## src/sv/qsfb_pkg.sv

```systemverilog
package qsfb_pkg;

   // frame geometry and coordinate format
   localparam int FB_WIDTH        = 128;
   localparam int FB_HEIGHT       = 128;
   localparam int COORD_FRAC_BITS = 4;
   localparam int ONE_UNIT        = 1 << COORD_FRAC_BITS;

   // store
   localparam int ADDR_W      = 14;
   localparam int STORE_DEPTH = 1 << ADDR_W;
   localparam int PIX_W       = 32;
   localparam int CNT_W       = 16;

   // datapath widths
   localparam int CW   = 16;
   localparam int XB   = (FB_WIDTH > 1) ? $clog2(FB_WIDTH) : 1;
   localparam int YB   = (FB_HEIGHT > 1) ? $clog2(FB_HEIGHT) : 1;
   localparam int YCW  = YB + COORD_FRAC_BITS + 1;
   localparam int DYW  = ((YCW > CW) ? YCW : CW) + 1;
   localparam int NUMW = CW + 1 + DYW + 1;
   localparam int DENW = CW + COORD_FRAC_BITS;
   localparam int QB   = 17 - COORD_FRAC_BITS;
   localparam int XW   = 18;
   localparam int MAW  = YB + XB + ADDR_W;

   typedef enum logic [1:0] {
      CMD_DRAW  = 2'd0,
      CMD_READ  = 2'd1,
      CMD_CLEAR = 2'd2
   } cmd_type;

   typedef enum logic [4:0] {
      OP_NOP, OP_LOAD, OP_CLR, OP_RD, OP_TRI, OP_SORT0, OP_SORT1, OP_SORT2,
      OP_SETUP, OP_SEL, OP_MUL1, OP_MUL2, OP_ADD, OP_DIVGO, OP_SAVE, OP_SPAN,
      OP_PRD, OP_PWR, OP_NEXTY, OP_RESULT
   } op_type;

   typedef struct packed {
      logic [1:0]          cmd;
      logic signed [CW-1:0] corner0_x;
      logic signed [CW-1:0] corner0_y;
      logic signed [CW-1:0] corner1_x;
      logic signed [CW-1:0] corner1_y;
      logic signed [CW-1:0] corner2_x;
      logic signed [CW-1:0] corner2_y;
      logic signed [CW-1:0] corner3_x;
      logic signed [CW-1:0] corner3_y;
      logic [PIX_W-1:0]    fill_color;
      logic                card_visible;
      logic [ADDR_W-1:0]   pixel_index;
   } req_word_type;

   typedef struct packed {
      logic [PIX_W-1:0] read_pixel;
      logic [CNT_W-1:0] pixels_blended;
   } rsp_word_type;

   // controller to datapath
   typedef struct packed {
      op_type op;
      logic   sel;
   } ctl_type;

   // datapath to controller
   typedef struct packed {
      logic [1:0] cmd;
      logic       draw_en;
      logic       tri_skip;
      logic       span_empty;
      logic       x_last;
      logic       y_last;
      logic       clr_last;
      logic       div_done;
   } stat_type;

   // premultiplied over, per channel: min(255, s + round(d*(255-a)/255))
   function automatic logic [PIX_W-1:0] blend_px(input logic [PIX_W-1:0] dst,
                                                 input logic [PIX_W-1:0] src);
      logic [7:0]  inv;
      logic [15:0] p;
      logic [16:0] v;
      logic [16:0] t;
      logic [8:0]  s;
      logic [PIX_W-1:0] o;
      inv = 8'd255 - src[7:0];
      o = '0;
      for (int i = 0; i < 4; i++) begin
         p = dst[8*i +: 8] * inv;
         v = 17'(p) + 17'd127;
         // exact divide by 255 for 16-bit values
         t = (v + (v >> 8) + 17'd1) >> 8;
         s = 9'(src[8*i +: 8]) + t[8:0];
         o[8*i +: 8] = (s > 9'd255) ? 8'd255 : s[7:0];
      end
      return o;
   endfunction

endpackage

```

## src/sv/qsfb_ctrl.sv

```systemverilog
// Sequencer for clear, read and draw words.
module qsfb_ctrl import qsfb_pkg::*; (
   input  logic     clock,
   input  logic     reset,
   input  logic     req_valid,
   output logic     req_ready,
   output logic     rsp_valid,
   input  logic     rsp_ready,
   input  stat_type stat,
   output ctl_type  ctl
);

   typedef enum logic [22:0] {
      S_CLR_RST  = 23'h000001,
      S_IDLE     = 23'h000002,
      S_DECODE   = 23'h000004,
      S_CLR_CMD  = 23'h000008,
      S_RD_ISSUE = 23'h000010,
      S_TRI      = 23'h000020,
      S_SORT0    = 23'h000040,
      S_SORT1    = 23'h000080,
      S_SORT2    = 23'h000100,
      S_SETUP    = 23'h000200,
      S_SEL      = 23'h000400,
      S_MUL1     = 23'h000800,
      S_MUL2     = 23'h001000,
      S_ADD      = 23'h002000,
      S_DIVGO    = 23'h004000,
      S_DIVWAIT  = 23'h008000,
      S_SAVE     = 23'h010000,
      S_SPAN     = 23'h020000,
      S_PRD      = 23'h040000,
      S_PWR      = 23'h080000,
      S_NEXTY    = 23'h100000,
      S_TRIEND   = 23'h200000,
      S_DONE     = 23'h400000
   } state_type;

   state_type state_ff, state_in;
   logic      side_ff, side_in;
   logic      tri_ff, tri_in;
   logic      rv_ff, rv_in;
   logic      slot_free;

   assign req_ready = (state_ff == S_IDLE);
   assign rsp_valid = rv_ff;
   assign slot_free = !rv_ff || rsp_ready;

   always_comb begin
      state_in = state_ff;
      side_in  = side_ff;
      tri_in   = tri_ff;
      rv_in    = rv_ff && !rsp_ready;
      ctl.op   = OP_NOP;
      ctl.sel  = side_ff;
      case (state_ff)
         S_CLR_RST: begin
            ctl.op = OP_CLR;
            if (stat.clr_last) state_in = S_IDLE;
         end
         S_IDLE: begin
            if (req_valid) begin
               ctl.op   = OP_LOAD;
               state_in = S_DECODE;
            end
         end
         S_DECODE: begin
            case (stat.cmd)
               CMD_DRAW: begin
                  tri_in   = 1'b0;
                  state_in = stat.draw_en ? S_TRI : S_DONE;
               end
               CMD_READ:  state_in = S_RD_ISSUE;
               CMD_CLEAR: state_in = S_CLR_CMD;
               default:   state_in = S_DONE;
            endcase
         end
         S_CLR_CMD: begin
            ctl.op = OP_CLR;
            if (stat.clr_last) state_in = S_DONE;
         end
         S_RD_ISSUE: begin
            ctl.op   = OP_RD;
            state_in = S_DONE;
         end
         S_TRI: begin
            ctl.op   = OP_TRI;
            ctl.sel  = tri_ff;
            state_in = S_SORT0;
         end
         S_SORT0: begin
            ctl.op   = OP_SORT0;
            state_in = S_SORT1;
         end
         S_SORT1: begin
            ctl.op   = OP_SORT1;
            state_in = S_SORT2;
         end
         S_SORT2: begin
            ctl.op   = OP_SORT2;
            state_in = S_SETUP;
         end
         S_SETUP: begin
            ctl.op  = OP_SETUP;
            side_in = 1'b0;
            state_in = stat.tri_skip ? S_TRIEND : S_SEL;
         end
         S_SEL: begin
            ctl.op   = OP_SEL;
            state_in = S_MUL1;
         end
         S_MUL1: begin
            ctl.op   = OP_MUL1;
            state_in = S_MUL2;
         end
         S_MUL2: begin
            ctl.op   = OP_MUL2;
            state_in = S_ADD;
         end
         S_ADD: begin
            ctl.op   = OP_ADD;
            state_in = S_DIVGO;
         end
         S_DIVGO: begin
            ctl.op   = OP_DIVGO;
            state_in = S_DIVWAIT;
         end
         S_DIVWAIT: begin
            if (stat.div_done) state_in = S_SAVE;
         end
         S_SAVE: begin
            // long edge first, then the short one
            ctl.op = OP_SAVE;
            if (!side_ff) begin
               side_in  = 1'b1;
               state_in = S_SEL;
            end else begin
               state_in = S_SPAN;
            end
         end
         S_SPAN: begin
            ctl.op   = OP_SPAN;
            state_in = stat.span_empty ? S_NEXTY : S_PRD;
         end
         S_PRD: begin
            ctl.op   = OP_PRD;
            state_in = S_PWR;
         end
         S_PWR: begin
            ctl.op   = OP_PWR;
            state_in = stat.x_last ? S_NEXTY : S_PRD;
         end
         S_NEXTY: begin
            ctl.op  = OP_NEXTY;
            side_in = 1'b0;
            state_in = stat.y_last ? S_TRIEND : S_SEL;
         end
         S_TRIEND: begin
            if (!tri_ff) begin
               tri_in   = 1'b1;
               state_in = S_TRI;
            end else begin
               state_in = S_DONE;
            end
         end
         S_DONE: begin
            if (slot_free) begin
               ctl.op   = OP_RESULT;
               rv_in    = 1'b1;
               state_in = S_IDLE;
            end
         end
         default: state_in = S_CLR_RST;
      endcase
   end

   always_ff @(posedge clock) begin
      if (reset) begin
         state_ff <= S_CLR_RST;
         side_ff  <= 1'b0;
         tri_ff   <= 1'b0;
         rv_ff    <= 1'b0;
      end else begin
         state_ff <= state_in;
         side_ff  <= side_in;
         tri_ff   <= tri_in;
         rv_ff    <= rv_in;
      end
   end

endmodule

```

## config.mk

```make
export PLATFORM = sky130hd
export DESIGN_NAME = qsfb_ctrl
export DESIGN_NICKNAME = d
export VERILOG_FILES = /design/src/sv/qsfb_pkg.sv /design/src/sv/qsfb_ctrl.sv
export SDC_FILE = /design/constraint.sdc
export NUM_CORES = 1
export LEC_CHECK = 0
export BUFFER_PORTS_ARGS = -buffer_cell sky130_fd_sc_hd__clkbuf_2
export CORE_MARGIN = 1
export CORE_UTILIZATION = 40
export CTS_BUF_LIST = sky130_fd_sc_hd__clkbuf_4
export DETAILED_ROUTE_END_ITERATION = 10
export PLACE_DENSITY_LB_ADDON = 0.05
export SETUP_SLACK_MARGIN = 0.15
export SYNTH_ARGS = -nofsm -noshare
export SYNTH_HDL_FRONTEND = slang
export SYNTH_SLANG_ARGS = --single-unit
```

## constraint.sdc

```tcl
create_clock -name clock -period 2.2 [get_ports clock]
set_clock_uncertainty 0.05 [all_clocks]
set_input_delay 0.44 -clock clock [delete_from_list [all_inputs] [get_ports clock]]
set_output_delay 0.44 -clock clock [all_outputs]
set_load 0.03 [all_outputs]
```

# After elaboration in Yosys (flattened, before gate mapping)
# Index checks and enable logic that the tools add are counted.
op_classes:
  muxes: 23
  eq_ne: 31
  reduce_logical: 11
op_table:
  columns: ["op", "count"]
  rows:
  - ["one-hot mux 23 bit (23 select lines)", 1]
  - ["2-to-1 mux 23 bit", 7]
  - ["one-hot mux 5 bit (19 select lines)", 1]
  - ["one-hot mux 23 bit (3 select lines)", 1]
  - ["2-to-1 mux 22 bit", 2]
  - ["2-to-1 mux 21 bit", 2]
  - ["== test 23 x 1 -> 1 bit (second input constant)", 1]
  - ["== test 23 x 10 -> 1 bit (second input constant)", 1]
  - ["== test 23 x 11 -> 1 bit (second input constant)", 1]
  - ["== test 23 x 12 -> 1 bit (second input constant)", 1]
  - ["== test 23 x 13 -> 1 bit (second input constant)", 1]
  - ["== test 23 x 14 -> 1 bit (second input constant)", 1]
  - ["== test 23 x 15 -> 1 bit (second input constant)", 1]
  - ["== test 23 x 16 -> 1 bit (second input constant)", 1]
  - ["== test 23 x 17 -> 1 bit (second input constant)", 1]
  - ["== test 23 x 18 -> 1 bit (second input constant)", 1]
  - ["== test 23 x 19 -> 1 bit (second input constant)", 1]
  - ["== test 23 x 2 -> 1 bit (second input constant)", 1]
  - ["== test 23 x 20 -> 1 bit (second input constant)", 1]
  - ["== test 23 x 21 -> 1 bit (second input constant)", 1]
  - ["== test 23 x 22 -> 1 bit (second input constant)", 1]
  - ["== test 23 bit (second input constant)", 1]
  - ["== test 23 x 3 -> 1 bit (second input constant)", 1]
  - ["== test 23 x 4 -> 1 bit (second input constant)", 1]
  - ["other kinds (20)", 33]
word_totals:
  ff_bits: 26
  wordCells: 69
  inputBits: 13
  out_inout_bits: 8

# Depth between registers and ports, before layout
# Gate-level depths: netlist (run 1).
logic_depth:
  ltp_word: 4
  mapped_depth: 8
  mapped_depth_nobuf: 6

# Least setup slack after synthesis (run 1)
# OpenSTA, ideal clock, no wires.
synth_path:
  path_type: "reg2out"
  from: "register state_ff[8]"
  to: "output ctl[1] in the netlist's numbering"
  arrival_ns: 2.272
  path_stages_with_launch: 7
  t_required_ns: 1.710
  n_path_buf: 0
  path_slack_ns: -0.562
  path_cell_list: "dfxtp_1 or4_4 nand2b_4 or2_4 nor2_1 a2111oi_0 nand3_1"
synth_lines:
  columns: ["element", "line_no", "text"]
  rows:
  - ["start: declaration", "qsfb_ctrl.sv:39", "state_type state_ff, state_in;"]
  - ["start signal: assignment", "qsfb_ctrl.sv:184", "state_ff <= state_in;"]
  - ["end: declaration", "qsfb_ctrl.sv:10", "output ctl_type ctl"]

==> metrics, run 1 <==
outcome=finished with violations; failing checks=setup timing; Final setup viols=19; Synth Area in Simple Gates=42.5%; M1 GR Usage=35.7%; gr busiest metal=met2; CP Launch Type=flip-flop; CTS Root Cell=clkbuf_4; Worst Hold Slack=0.285 ns; CP Cell Sequence=or4_4 -> and4b_2 -> and2_4 -> and4bb_2 -> a2111oi_2 -> o211ai_1 -> buf_4; R2R setup slack=-0.66 ns; Synth Instances=197; boundary pin count=21; PwrDens=647 nW/um^2; DRC errors left=0; TritonCTS Buffers=3; Mapped Nets=210; Clock Latency Late Sink=0.35 ns; post-route setup slack=-0.767 ns; Final #Nets=315; top_reg_cell synth=dfxtp_1; Mapped Area=1610 sq um; RSZ-0062 raised after global routing=true; Die Span Y=65.5 microns; all-layer global routing usage=28.4%; Multi-input gate area=1300 sq um; Final min period=2.97 ns; Core Rows=22; Final Slew Violations=0; reg2reg end=state_ff[3]$_SDFFE_PP0P_; Pre-antenna DRT Iters=4; Die W=65.5 microns; largest cells by area after synthesis=dfxtp_1 (32%), nor2_1 (6.8%), nand2_1 (3.5%); Max IR drop VDD=600 uV; die area=4290 sq um; Initial Util=42.7%; CTS tree=built; crit path max fanout=6; number of synthesized flops with an enable pin=0; largest area contributor in the netlist=dfxtp_1; fmax=0.337 GHz; area grow syn2layout=78.8%; Yosys top cell area share=32.3%; Final ANT Viol Nets=0; WL/cell=17.4 microns; Hold Path Class=in2reg; Pleak=1.23 nW; Sink Count=26; H-tree levels=1; Worst R2R Start=state_ff[13]$_SDFFE_PP0P_; GR Layer Usage met3=1.91%; Vias=2002; Register-to-Register Path Depth=16; Worst path max stage delay=0.57 ns; # fillers=244; Final Instance Count excl. Fillers=349; Max transition margin=60.1%; first-pass GRT wire length=9180 microns; critical path's slowest cell=or4_4; clock slew seen by the registers of the worst setup and hold paths=0.17 ns; crit path to=ctl[2]; yosys warns=0; share of cells above drive strength 1=58.1%; post-synthesis sequential area ratio=32.3%; Worst-Margin Slew=0.598 ns; dpl cells=327; placed cell area=2340 sq um; I/O Buffers=20; worst path required time=1.71 ns; DRT iter0 DRCs=105; antenna violations before repair=0; pre-CTS WS=-0.388 ns; #FFs+latches synth=26; synthesized area per cell=8.18 sq um; crit path DAT=2.48 ns; final period utilization=135%; post-synthesis async set-or-reset flop share=0%; vias in the first global route=1929; WL final=6090 microns; post-synthesis adder-cell area fraction=0%; met2 GRT Util=49.0%; Crit Path Class=reg2out; ant diodes=0; pin count of the biggest net entering global routing=23; post-synthesis mux area share=0.621%; total grt overflow=0; Vias/cell=5.74; fin area=2880 sq um; deepest clock path buffer count=2; maxcap violations=0; xor and xnor fraction of the mapped netlist area=2.72%; main combinational cell family by area after synthesis=simple AND/OR/NAND/NOR gates; Synth cell types=56; CP endpoint kind=output port; Worst Setup SP=state_ff[11]$_SDFFE_PP0P_; Final Hold Viols=0; Final HPWL DP=3940 microns; post-synthesis compound-gate area fraction=17.7%; storage element area=536 sq um; Core ar.=3770 sq um; RePlAce Congestion=0.907
==> worst max-delay path: cells and delay by family, from the launching register on <==
kind	cells	cell delay, ns
and+or+nand+nor	4	1.38
DFF	1	0.35
buffers and inverters	1	0.20
AOI/OAI and AO/OA	2	0.19
==> synth_stat cells, types with 3 or more instances <==
| cell | instances |
|---|---|
| dfxtp_1 | 26 |
| and4b_1 | 3 |
| inv_1 | 9 |
| a2111oi_0 | 4 |
| buf_2 | 3 |
| xor2_1 | 3 |
| nor2_1 | 29 |
| nor4_2 | 4 |
| a21oi_1 | 9 |
| nand2b_1 | 7 |
| nor3_1 | 7 |
| nand3_1 | 6 |
| nand2_1 | 15 |
| nor4_1 | 5 |
| nor3b_1 | 3 |
| o21ai_0 | 6 |
| nor4b_1 | 5 |
| nand3b_1 | 3 |
==> where the power goes <==
group / switching [W] / leakage, nW / internal, W
sequential: 0.0000207 / 0.215 / 0.000495
combinational: 0.000474 / 0.986 / 0.000522
clock: 0.000167 / 0.0279 / 0.000184
total: 0.000663 / 1.23 / 0.00120
==> flip-flops by register name, summed over array words and instances, names as in the netlist <==
signal	flops
state_ff	23
rsp_valid	1
side_ff	1
tri_ff	1
==> per-layer routing <==
metal  wire (microns)  part of all wire (%)
met1             2440                    40
met2             3040                    50
met3              334                   5.5
met4              274                   4.5
met5                0                     0
==> logic make-up (layout without fill, tap and decap cells) <==
| kind of cell | count (synthesis) | count (layout) |
|---|---|---|
| flops | 26 | 26 |
| mux | 1 | 1 |
| compound gates | 38 | 38 |
| xor+xnor | 5 | 5 |
| buf+inv | 16 | 120 |
| simple gates | 111 | 111 |
==> layout by cell type (no fill, tap or decap), types with 5 or more instances in the layout <==
cell type	netlist	layout
buf_4	0	65
buf_8	0	5
dfxtp_2	0	12
o21ai_0	6	5
nand2b_1	7	7
nor4_4	1	5
nor3_1	7	6
nand3_1	6	6
buf_6	0	23
a21oi_1	9	7
dfxtp_1	26	14
inv_1	9	8
nand2_1	15	12
nor2_1	29	24
clkbuf_2	2	13
==> per-stage QoR <==
stage                     setup TNS [ns]  util, %  total power, W
after floorplan                   -0.753        -        0.000942
after global placement             -2.54     62.0         0.00127
after detailed placement           -2.73     62.0         0.00130
after CTS                          -6.72     72.3         0.00174
after global routing               -9.68     76.4         0.00194
final                              -8.53     76.4         0.00186
==> area by class of cell <==
| class | instances | share of cell area (%) |
|---|---|---|
| Clock buffer | 3 | 0.782 |
| Clock inverter | 1 | 1.04 |
| Inverter | 9 | 1.17 |
| Multi-Input combinational cell | 155 | 45.1 |
| Sequential cell | 26 | 18.6 |
| Tap cell | 48 | 2.08 |
| Timing Repair Buffer | 107 | 31.3 |
==> worst min path at each step <==
| stage | start | endpoint | cells past startpoint |
|---|---|---|---|
| 2_1_floorplan | side_ff$_SDFFE_PP0P_ | side_ff$_SDFFE_PP0P_ | 2 |
| 3_3_place_gp | side_ff$_SDFFE_PP0P_ | side_ff$_SDFFE_PP0P_ | 2 |
| 3_5_place_dp | side_ff$_SDFFE_PP0P_ | side_ff$_SDFFE_PP0P_ | 2 |
| 4_1_cts | stat[8] | state_ff[4]$_SDFFE_PP0P_ | 2 |
| 5_1_grt | stat[8] | state_ff[4]$_SDFFE_PP0P_ | 2 |
| 6_report | stat[8] | state_ff[4]$_SDFFE_PP0P_ | 2 |
==> timing repair <==
action,4_1_cts,5_1_grt
endpoints found under the setup margin,23,25
setup buffers,13,5
gates resized for setup,62,26
pin swaps,10,13
hold buffers,0,0
No activity file was read; power rests on OpenSTA's default activity.
==> inputs of run 2 (changes only) <==
==> constraint.sdc (replaced) <==
create_clock -name clock -period 2.2 [get_ports clock]
set_clock_uncertainty 0.05 [all_clocks]
set_input_delay 0.22 -clock clock [delete_from_list [all_inputs] [get_ports clock]]
set_output_delay 0.22 -clock clock [all_outputs]
set_load 0.03 [all_outputs]
==> metrics, run 2 (synthesized netlist as in run 1, its figures left out) <==
outcome=finished with violations; failing checks=setup timing; WL/cell=16.3 microns (-6.5%); crit path max fanout=6 (unchanged); Sink Count=26 (unchanged); Clock Latency Late Sink=0.33 ns (-0.02 ns); ant diodes=0 (unchanged); DRC errors left=0 (unchanged); Die Span Y=65.5 microns (unchanged); Worst-Margin Slew=0.597 ns (-0.00134 ns); CTS tree=built; Vias=1865 (-6.8%); Max transition margin=60.2% (+0.089 points); crit path DAT=2.39 ns (-0.09 ns); Top delay family on crit path=simple AND/OR/NAND/NOR gates; R2R setup slack=-0.23 ns (+0.43 ns); share of cells above drive strength 1=53.0% (-5.1 points); Core Rows=22 (unchanged); TritonCTS Buffers=3 (unchanged); fin area=2630 sq um (-8.9%); Initial Util=42.7% (unchanged); I/O Buffers=20 (unchanged); DRT iter0 DRCs=93 (-11%); first-pass GRT wire length=8740 microns (-4.8%); clock slew seen by the registers of the worst setup and hold paths=0.15 ns (-0.02 ns); total grt overflow=0 (unchanged); Final ANT Viol Nets=0 (unchanged); Vias/cell=5.63 (-1.8%); boundary pin count=21 (unchanged); WL final=5400 microns (-11%); CTS Root Cell=clkbuf_4; CP Cell Sequence=or4_4 -> and4b_2 -> and2_4 -> and4bb_2 -> a2111oi_2 -> o211ai_1 -> buf_4; dpl cells=314 (-4.0%); Core ar.=3770 sq um (unchanged); area grow syn2layout=62.9%; Worst Hold Slack=0.0463 ns (-0.239 ns); most frequent cells in the layout=buf_4 (55), nor2_1 (24), dfxtp_1 (18), buf_6 (16), nand2_1 (14); Worst path max stage delay=0.54 ns (-0.03 ns); max FFs per register=23 (unchanged); deepest clock path buffer count=2 (unchanged); pin count of the biggest net entering global routing=23 (unchanged); Final HPWL DP=3870 microns (-1.9%); Final min period=2.66 ns (-0.302 ns); Final Slew Violations=0 (unchanged); placed cell area=2220 sq um (-4.9%); Final Hold Viols=0 (unchanged); Pre-antenna DRT Iters=4 (unchanged); Hold Path Class=in2reg; Final Instance Count excl. Fillers=331 (-5.2%); worst path required time=1.93 ns (+0.22 ns); fmax=0.375 GHz (+11%); # fillers=300 (+23%); CP bufs+invs=1 (unchanged); all-layer global routing usage=26.8% (-1.6 points); Final #Nets=297 (-5.7%); critical path's slowest cell=or4_4; fin util=69.6% (-6.8 points); maxcap violations=0 (unchanged); Register-to-Register Path Depth=11 (-5); RePlAce Congestion=0.953 (+5.1%); vias in the first global route=1842 (-4.5%); RSZ-0062 raised after global routing=true; Worst R2R Start=state_ff[11]$_SDFFE_PP0P_; top register by number of flip-flops=state_ff; PwrDens=626 nW/um^2 (-3.2%); CP endpoint kind=output port; H-tree levels=1 (unchanged); reg2reg end=state_ff[7]$_SDFFE_PP0P_; post-route setup slack=-0.465 ns (+0.302 ns); Max IR drop VDD=534 uV (-11%); commonest non-fill, non-tap cell in the layout=buf_4; die area=4290 sq um (unchanged); antenna violations before repair=0 (unchanged); Pleak=1.12 nW (-9.1%); final period utilization=121% (-14 points); Final setup viols=18 (-1); Hold Crit Start=stat[8]; Die W=65.5 microns (unchanged); Worst Setup SP=state_ff[11]$_SDFFE_PP0P_; Crit Path Class=reg2out; critical path depth=7 (unchanged); crit path to=ctl[2]; CP Launch Type=flip-flop
-- run 2: worst min path at each step --
stage / to / slack (ns) / depth (start not counted)
after global placement: state_ff[4]$_SDFFE_PP0P_ / 0.40 / 2
after floorplan: side_ff$_SDFFE_PP0P_ / 0.25 / 1
after global routing: state_ff[4]$_SDFFE_PP0P_ / 0.04 / 2
after detailed placement: state_ff[4]$_SDFFE_PP0P_ / 0.41 / 2
after CTS: state_ff[4]$_SDFFE_PP0P_ / 0.04 / 2
final: state_ff[4]$_SDFFE_PP0P_ / 0.05 / 2
-- run 2: layer usage --
layer  up-vias  track usage, %  share of wire [%]
met1       885            33.8                 44
met2        58            49.0                 49
li1        910               -                  -
met5         -               0                  0
met3        12            2.08                4.3
met4         0            6.25                2.3
-- run 2: layout make-up --
type | count | area (sq um) | share of cell area (%)
inverters | 9 | 33.8 | 1.29
multi-input cells | 155 | 1240 | 47.2
well taps | 48 | 60.1 | 2.29
clock buffers | 3 | 22.5 | 0.858
repair buffers | 89 | 731 | 27.8
clock inverters | 1 | 3.75 | 0.143
flip-flops and latches | 26 | 536 | 20.4
-- run 2: per-stage QoR --
step                      TNS [ns]  total power [W]  setup slack [ns]
final                        -3.78          0.00164            -0.465
after global routing         -5.44          0.00173            -0.558
after CTS                    -2.59          0.00157            -0.454
after detailed placement     -1.50          0.00127            -0.180
after global placement       -1.47          0.00126            -0.182
after floorplan            -0.0792         0.000949           -0.0565
-- run 2: where the power goes --
part	internal (W)	switching, W	total, W
logic	0.000480	0.000446	0.000926
registers	0.000488	0.0000143	0.000502
clock network	0.0000667	0.000148	0.000215
-- run 2: worst reg2reg max path, stage by stage, from the launching register on --
cell and delay [ns]:
dfxtp_2 0.35, or4_4 0.54, nand2b_4 0.17, buf_6 0.11, buf_6 0.11, buf_4 0.13
nor3b_2 0.16, buf_4 0.14, a2111oi_2 0.05, a41oi_2 0.25, buf_4 0.18, and2_2 0.15
-- run 2: what timing repair did --
| item | CTS | global route |
|---|---|---|
| hold buffers | 0 | 0 |
| buffers inserted | 6 | 7 |
| setup endpoints to repair | 23 | 26 |
| resized for setup | 40 | 32 |
| hold endpoints to repair | 0 | 0 |
| pin swaps | 12 | 13 |
